===== config.mk =====
export PLATFORM = sky130hd
export DESIGN_NAME = dph_mulmod
export DESIGN_NICKNAME = d
export VERILOG_FILES = /design/src/rtl/core/dph_pkg.sv /design/src/rtl/core/dph_mulmod.sv
export SDC_FILE = /design/constraint.sdc
export NUM_CORES = 1
export LEC_CHECK = 0
export ABC_AREA = 1
export BUFFER_PORTS_ARGS = -buffer_cell sky130_fd_sc_hd__buf_4
export CAP_MARGIN = 20
export CORE_ASPECT_RATIO = 1.25
export CORE_MARGIN = 1.5
export CORE_UTILIZATION = 47
export DETAILED_ROUTE_END_ITERATION = 16
export HOLD_SLACK_MARGIN = 0.12
export PLACE_DENSITY = 0.79
export SLEW_MARGIN = 30
export SYNTH_ARGS = -nofsm -noshare
export SYNTH_HDL_FRONTEND = slang
export SYNTH_SLANG_ARGS = --single-unit

===== constraint.sdc =====
create_clock -name clk -period 5.05 [get_ports clk]
set_clock_uncertainty 0.05 [all_clocks]
set_input_delay 0 -clock clk [delete_from_list [all_inputs] [get_ports clk]]
set_output_delay 0 -clock clk [all_outputs]
set_load 0.02 [all_outputs]

===== src/rtl/core/dph_pkg.sv =====
// Shared types, constants and modular helpers for the double prefix rolling hash.
// No dependencies; imported by the multiply unit and the top level.
package dph_pkg;

  localparam int MAX_LEN = 4096;
  localparam int AW      = $clog2(MAX_LEN);      // prefix store address bits
  localparam int PAW     = $clog2(MAX_LEN + 1);  // power store address bits
  localparam int LEN_W   = 13;
  localparam int HW      = 31;
  localparam int HASH_W  = 63;
  localparam int ENT_W   = 2 * HW;
  localparam int CNT_W   = $clog2(HW);

  typedef logic [HW-1:0] res_t;

  typedef enum logic [1:0] {
    REQ_APPEND = 2'd0,
    REQ_FWD    = 2'd1,
    REQ_REV    = 2'd2,
    REQ_NONE   = 2'd3
  } req_t;

  localparam logic [2:0] CFG_BASE_A     = 3'd0;
  localparam logic [2:0] CFG_MOD_A      = 3'd1;
  localparam logic [2:0] CFG_INV_BASE_A = 3'd2;
  localparam logic [2:0] CFG_BASE_B     = 3'd3;
  localparam logic [2:0] CFG_MOD_B      = 3'd4;
  localparam logic [2:0] CFG_INV_BASE_B = 3'd5;

  typedef enum logic [3:0] {
    OP_RSYM, OP_RBASE, OP_RINV, OP_FWD, OP_PF, OP_REV, OP_POW, OP_IPOW,
    OP_QR, OP_QL, OP_QM, OP_RPW, OP_RMUL
  } op_t;

  typedef struct packed {
    logic start;
    res_t scan;
    res_t addend;
    res_t modulus;
  } mm_req_t;

  typedef struct packed {
    logic done;
    res_t result;
  } mm_rsp_t;

  // x, y already below m
  function automatic res_t add_mod(res_t x, res_t y, res_t m);
    logic [HW:0] s;
    s = {1'b0, x} + {1'b0, y};
    if (s >= {1'b0, m}) s = s - {1'b0, m};
    return s[HW-1:0];
  endfunction

  function automatic res_t sub_mod(res_t x, res_t y, res_t m);
    logic [HW:0] s;
    if (x >= y) s = {1'b0, x} - {1'b0, y};
    else        s = {1'b0, x} + {1'b0, m} - {1'b0, y};
    return s[HW-1:0];
  endfunction

endpackage


===== src/rtl/core/dph_mulmod.sv =====
// Bit-serial modular multiplier: (scan * addend) mod modulus, one scan bit a cycle.
// Depends on dph_pkg; addend must already be below the modulus.
module dph_mulmod import dph_pkg::*; (
  input  logic    clk,
  input  logic    rst_n,
  input  mm_req_t req,
  output mm_rsp_t rsp
);

  logic             busy_r, done_r;
  logic [CNT_W-1:0] cnt_r;
  res_t             acc_r, sc_r, ad_r, m_r;
  res_t             acc_nxt;
  logic [HW:0]      dbl, d1, sum, d2, m32;

  always_comb begin
    m32 = {1'b0, m_r};
    dbl = {acc_r, 1'b0};
    d1  = (dbl >= m32) ? dbl - m32 : dbl;
    sum = d1 + {1'b0, ad_r};
    d2  = (sum >= m32) ? sum - m32 : sum;
    acc_nxt = sc_r[HW-1] ? d2[HW-1:0] : d1[HW-1:0];
  end

  always_ff @(posedge clk) begin
    if (!rst_n) begin
      busy_r <= 1'b0;
      done_r <= 1'b0;
      cnt_r  <= '0;
    end else begin
      done_r <= 1'b0;
      if (req.start) begin
        busy_r <= 1'b1;
        cnt_r  <= '0;
      end else if (busy_r) begin
        cnt_r <= cnt_r + 1'b1;
        if (cnt_r == CNT_W'(HW - 1)) begin
          busy_r <= 1'b0;
          done_r <= 1'b1;
        end
      end
    end
  end

  always_ff @(posedge clk) begin
    if (req.start) begin
      acc_r <= '0;
      sc_r  <= req.scan;
      ad_r  <= req.addend;
      m_r   <= req.modulus;
    end else if (busy_r) begin
      acc_r <= acc_nxt;
      sc_r  <= {sc_r[HW-2:0], 1'b0};
    end
  end

  assign rsp.done   = done_r;
  assign rsp.result = acc_r;

endmodule


### After elaboration in Yosys (flattened, before gate mapping)

Index checks and enable logic that the tools add are counted.

* add/subtract/negate cells: 4
* $lt $le $gt $ge: 2
* equality and inequality tests: 1
* muxes and demuxes: 9
* bitwise operators: 2
* reduce and logical (&&, ||, !) cells: 3

Operators by type and width (count)
* $mux W31: 4
* $ge A32 B31 Y1: 2
* $add A32 B31 Y32: 1
* $mux W32: 1
* $sub A32 B31 Y32: 1
* $sub A31 B31 Y31: 1
* $add A5 B1 Y5 const B: 1
* $eq A5 B5 Y1 const B: 1
* $mux W1: 4
* $reduce_or A3 Y1: 1
* $not A1 Y1: 2
* $reduce_bool A2 Y1: 1
* $reduce_or A2 Y1: 1

* bits in registers: 131

### Depth between registers and ports, before layout

* word-level depth: 6
* mapped depth: 44

### Worst setup path after synthesis

No wires, ideal clock.

* path kind: register -> register
* start point: register acc_r[0]
* end point: register acc_r[29]
* data arrival time: 5.195 ns
* data required time: 4.891 ns
* path slack: -0.304 ns
* cell stages (with the launch flop): 40
* buffers on the path: 2
* clock period less this slack: 5.354 ns
* cell sequence: dfxtp_1 fa_1 nand3_1 nand2_1 nand2_1 nand2_1 nand2_1 nand2_2 nand2_2 nand3_4 buf_2 o21ai_0 inv_1 ha_1 nand3_1 nand2_1 a21oi_1 o21ai_0 (+4 left out) nand2_1 inv_1 ha_1 nand2_1 nand2_1 a21oi_1 nand2_1 a21oi_1 nand3_1 nand2_1 a21oi_1 nor2_4 buf_2 nand3_1 nand3_1 nand3_1 nand2_1 inv_1

* cells in the longest elaborated chain, start to end: 6
* elaborated cells between the ends (all ways): 8

RTL lines
* start, declared: RTL line dph_mulmod.sv:12 `res_t acc_r, sc_r, ad_r, m_r;`
* start signal, assigned: RTL line dph_mulmod.sv:52 `acc_r <= acc_nxt;`
* $sub A32 B31 Y32 or $ge A32 B31 Y1 (tied branches): RTL line dph_mulmod.sv:19 `d1 = (dbl >= m32) ? dbl - m32 : dbl;`
* $mux W32 *: RTL line dph_mulmod.sv:19
* $add A32 B31 Y32: RTL line dph_mulmod.sv:20 `sum = d1 + {1'b0, ad_r};`
* $sub A31 B31 Y31 or $ge A32 B31 Y1 (tied branches): RTL line dph_mulmod.sv:21 `d2 = (sum >= m32) ? sum - m32 : sum;`
* $mux W31: RTL line dph_mulmod.sv:21
* $mux W31 *: RTL line dph_mulmod.sv:22 `acc_nxt = sc_r[HW-1] ? d2[HW-1:0] : d1[HW-1:0];`

Every way passes the cells marked *; elsewhere a longest branch is shown, timed or not.
A chain may end at the register's enable or synchronous reset.

### Worst setup path after layout

* start point: register m_r[30]
* end point: register acc_r[8]

* cells in the longest elaborated chain, start to end: 6
* elaborated cells between the ends (all ways): 8

RTL lines
* start, declared: RTL line dph_mulmod.sv:12
* start signal, assigned: RTL line dph_mulmod.sv:50 `m_r <= req.modulus;`
* $sub A32 B31 Y32 or $ge A32 B31 Y1 (tied branches): RTL line dph_mulmod.sv:19
* $mux W32: RTL line dph_mulmod.sv:19
* $add A32 B31 Y32: RTL line dph_mulmod.sv:20
* $ge A32 B31 Y1 or $sub A31 B31 Y31 (tied branches): RTL line dph_mulmod.sv:21
* $mux W31: RTL line dph_mulmod.sv:21
* $mux W31 *: RTL line dph_mulmod.sv:22

Marked as above.

==> flow_summary_export.csv <==
group,metric,value,unit
global_route,grtUsageTotal,0.416,
global_route,grt_pass1_vias,15683,
timing,maxSlewViolCount,0,
logic_synthesis,synth_top_flop_cell,"edfxtp_1",
timing,setup_viol,31,
finish,fin_util,0.871,
timing,slew_headroom,0.411,
status,violations,"negative setup slack",
finish,nets,2664,
route,drt_iter0_drc,1911,
setup_path,r2r-start,"m_r[30]$_DFFE_PP_",
route,route.detailed.drc,0,
logic_synthesis,postSynth.asyncResetShare,0,
logic_synthesis,synth_cell_types,46,
logic_synthesis,synth-edff-count,93,
power,p_comb_frac,0.826,
power,vdd_drop_max,0.000461,V
logic_synthesis,postSynthAreaPerCell,6.78,um^2
power,p_per_area,751,nW/um^2
worst_hold_path,hold_depth,2,
setup_path,critPathLaunchType,"register",
worst_hold_path,hold_path_class,"in -> reg",
clock_network,clock_path_buffers,2,
clock_network,numCtsBuffers,17,
floorplanning,top_level_ports,128,
timing,hold_violations,0,
finish,finalInstanceArea,21200,um^2
setup_path,slowest_stage,"edfxtp_1",
clock_network,htree_levels,4,
clock_network,clock-sinks,131,
logic_synthesis,synth_common_cells,"nand2_1 (498), inv_1 (274), a21oi_1 (133)",
place,preCtsSetupSlack,-1.03,ns
timing,rsz0062_at_grt,"yes",
clock_network,cts_root_buf,"clkbuf_16",
floorplanning,core,24300,um^2
logic_synthesis,synthCells,1713,
setup_path,arrival,6.27,ns
setup_path,r2r_end,"acc_r[8]$_SDFFE_PP0P_",
route,dr.pass1.iters,7,
logic_synthesis,mappedNetlistNets,1907,
global_route,grt_first_pass_wirelength,80700,um
power,switching_share,0.479,
clock_network,clk_latency,0.46,ns
setup_path,r2r_slack,-0.89,ns
power,intPower,0.00830,W
place,io_buffer_count,127,
place,place_inst,2578,
timing,setup_tns,-24.49,ns
timing,layout_setup_ws,-0.886,ns
global_route,grt_antenna_before_repair,5,
setup_path,cp_max_fo,27,
floorplanning,initial_core_util,0.477,
setup_path,worst_path_largest_cell_delay,0.37,ns
power,clkPwrFrac,0.087,
logic_synthesis,seq_area_frac_synth,0.306,
finish,stdcell_count,2819,
setup_path,critPathCaptureType,"register",
place,dpl.hpwl,34500,um
logic_synthesis,synth_top_area_cell,"edfxtp_1",
status,status,"finished with violations",
logic_synthesis,yosysMostFrequentCell,"nand2_1",
logic_synthesis,ys_seq_elements,131,
timing,max_clock_freq,0.168,GHz
route,routed_wl,62100,um
setup_path,r2r_cells,43,
place,place_area,16200,um^2
floorplanning,die_area,25700,um^2
setup_path,cp.required,5.38,ns
floorplanning,die_y,179,um
setup_path,crit_top_cell,"nand2_2",
logic_synthesis,synth.cell_area,11600,um^2
timing,max_slew.worst_pin.slew,0.884,ns
route,post_drt_wl_per_cell,22.0,um
logic_synthesis,yosysWarnings,0,
timing,fin_crit,5.94,ns
route,vias_per_cell,5.85,
logic_synthesis,synth.area.top_cells,"edfxtp_1 (24%), nand2_1 (16%), ha_1 (10%), inv_1 (8.9%), dfxtp_1 (6.6%)",
logic_synthesis,synth_top_cell_area_share,0.241,
place,gp_congestion,0.998,
finish,drive_gt1_frac,0.472,
power,p_sw,0.00763,W
worst_hold_path,holdPathEnd,"ad_r[23]$_DFFE_PP_",
timing,period_share,1.18,
floorplanning,rows,64,
power,p_leak,10.4,nW
route,antenna_left,0,
run,cap_violations,0,
global_route,grt_max_degree,68,
route,vias,16503,
global_route,gr-total-overflow,0,
setup_path,path_class,"reg -> reg",
finish,syn2layout_area_growth,82.6,%
power,power_frac_seq,0.087,
worst_hold_path,hold_start,"req[54]",
clock_network,cts_tree,"built",
clock_network,clkTransAtPathRegs,0.07,ns
floorplanning,die_w,144,um
-- metal layers --
metal,GRT usage,vias to the layer above,wire [um]
met5,0,-,0
met4,0.289,0,6510
met3,0.0708,499,6380
met2,0.722,1354,28600
met1,0.462,7568,20600
li1,-,7082,-
-- power groups by stage --
stage	logic, W	clock network [W]	registers (W)
final	0.0132	0.00138	0.00139
after global routing	0.0138	0.00140	0.00139
after CTS	0.0111	0.00134	0.00136
after detailed placement	0.00915	0	0.00136
after global placement	0.00898	0	0.00136
after floorplan	0.00471	0	0.00141
-- registers in the layout, indices dropped and copies added, names as in the netlist --
register	cells
acc_r	31
ad_r	31
busy_r	1
cnt_r	5
done_r	1
m_r	31
sc_r	31
-- cells in the final DEF, fill, tap and decap left out, types with 10 or more instances in the layout --
cell type and count:
buf_4 654, nand2_1 393, inv_1 206, nand3_1 102
dlygate4sd3_1 95, edfxtp_1 93, nor2_1 77, nand2_2 76
a21oi_1 71, ha_4 68, inv_2 63, o21ai_0 61
a21oi_2 48, dfxtp_1 35, nand2_4 33, nor2_2 30
xor2_1 27, ha_1 27, o21ai_2 19, nor2_4 19
xnor2_1 18, clkbuf_16 17, buf_6 17, a21oi_4 15
nand3b_1 14, o21ai_1 13, nand3_2 12, xor2_2 11
nand4_1 11, o21bai_1 10, a21o_1 10
-- cell type report --
class                      instances  area, um^2
antenna                            6        15.0
clock inverter                    14         186
multi-input combinational       1264        9230
sequential                       131        3560
inverter                         278        1080
clock buffer                      18         429
timing repair buffer             777        6280
fill                            1126        3150
tap                              330         413
timing repair inverter             1        8.76
-- timing repair --
action	CTS	global route
buffers inserted	63	44
pin swaps	66	138
gates resized for setup	349	236
cloned	4	1
endpoints found under the hold margin	128	0
endpoints found under the setup margin	31	31
hold buffers	95	0
-- cell families after synthesis --
family          count (synthesis)  share of synthesized area
xor+xnor                       63                     0.0475
fa+ha+maj                      98                      0.108
buf+inv                       318                      0.107
flops                         131                      0.306
simple gates                  816                      0.296
compound gates                287                      0.136
-- how the worst max path moves through the flow --
stage | startpoint | end | slack (ns) | cells after the start
floorplan | acc_r[8]$_SDFFE_PP0P_ | acc_r[2]$_SDFFE_PP0P_ | 0.001 | 39
global placement | m_r[23]$_DFFE_PP_ | acc_r[29]$_SDFFE_PP0P_ | -0.94 | 41
detailed placement | m_r[27]$_DFFE_PP_ | acc_r[29]$_SDFFE_PP0P_ | -1.03 | 40
CTS | m_r[19]$_DFFE_PP_ | acc_r[16]$_SDFFE_PP0P_ | -0.35 | 39
global route | m_r[9]$_DFFE_PP_ | acc_r[8]$_SDFFE_PP0P_ | -1.33 | 41
finish | m_r[30]$_DFFE_PP_ | acc_r[8]$_SDFFE_PP0P_ | -0.89 | 43
-- metrics by stage --
stage	total power (W)	hold slack, ns
after floorplan	0.00612	0.0489
after global placement	0.0103	0.128
after detailed placement	0.0105	0.129
after CTS	0.0138	0.218
after global routing	0.0166	0.215
final	0.0159	0.212
-- critical path: cells and delay by family (launching register included) --
kind,cells,cell delay (ns)
AOI/OAI and AO/OA,4,0.47
and+or+nand+nor,24,2.57
buffers and inverters,11,1.28
adders and majority gates,3,0.85
xor gates and xnor gates,1,0.23
DFF,1,0.37
Power figures use the tool's default switching activity.
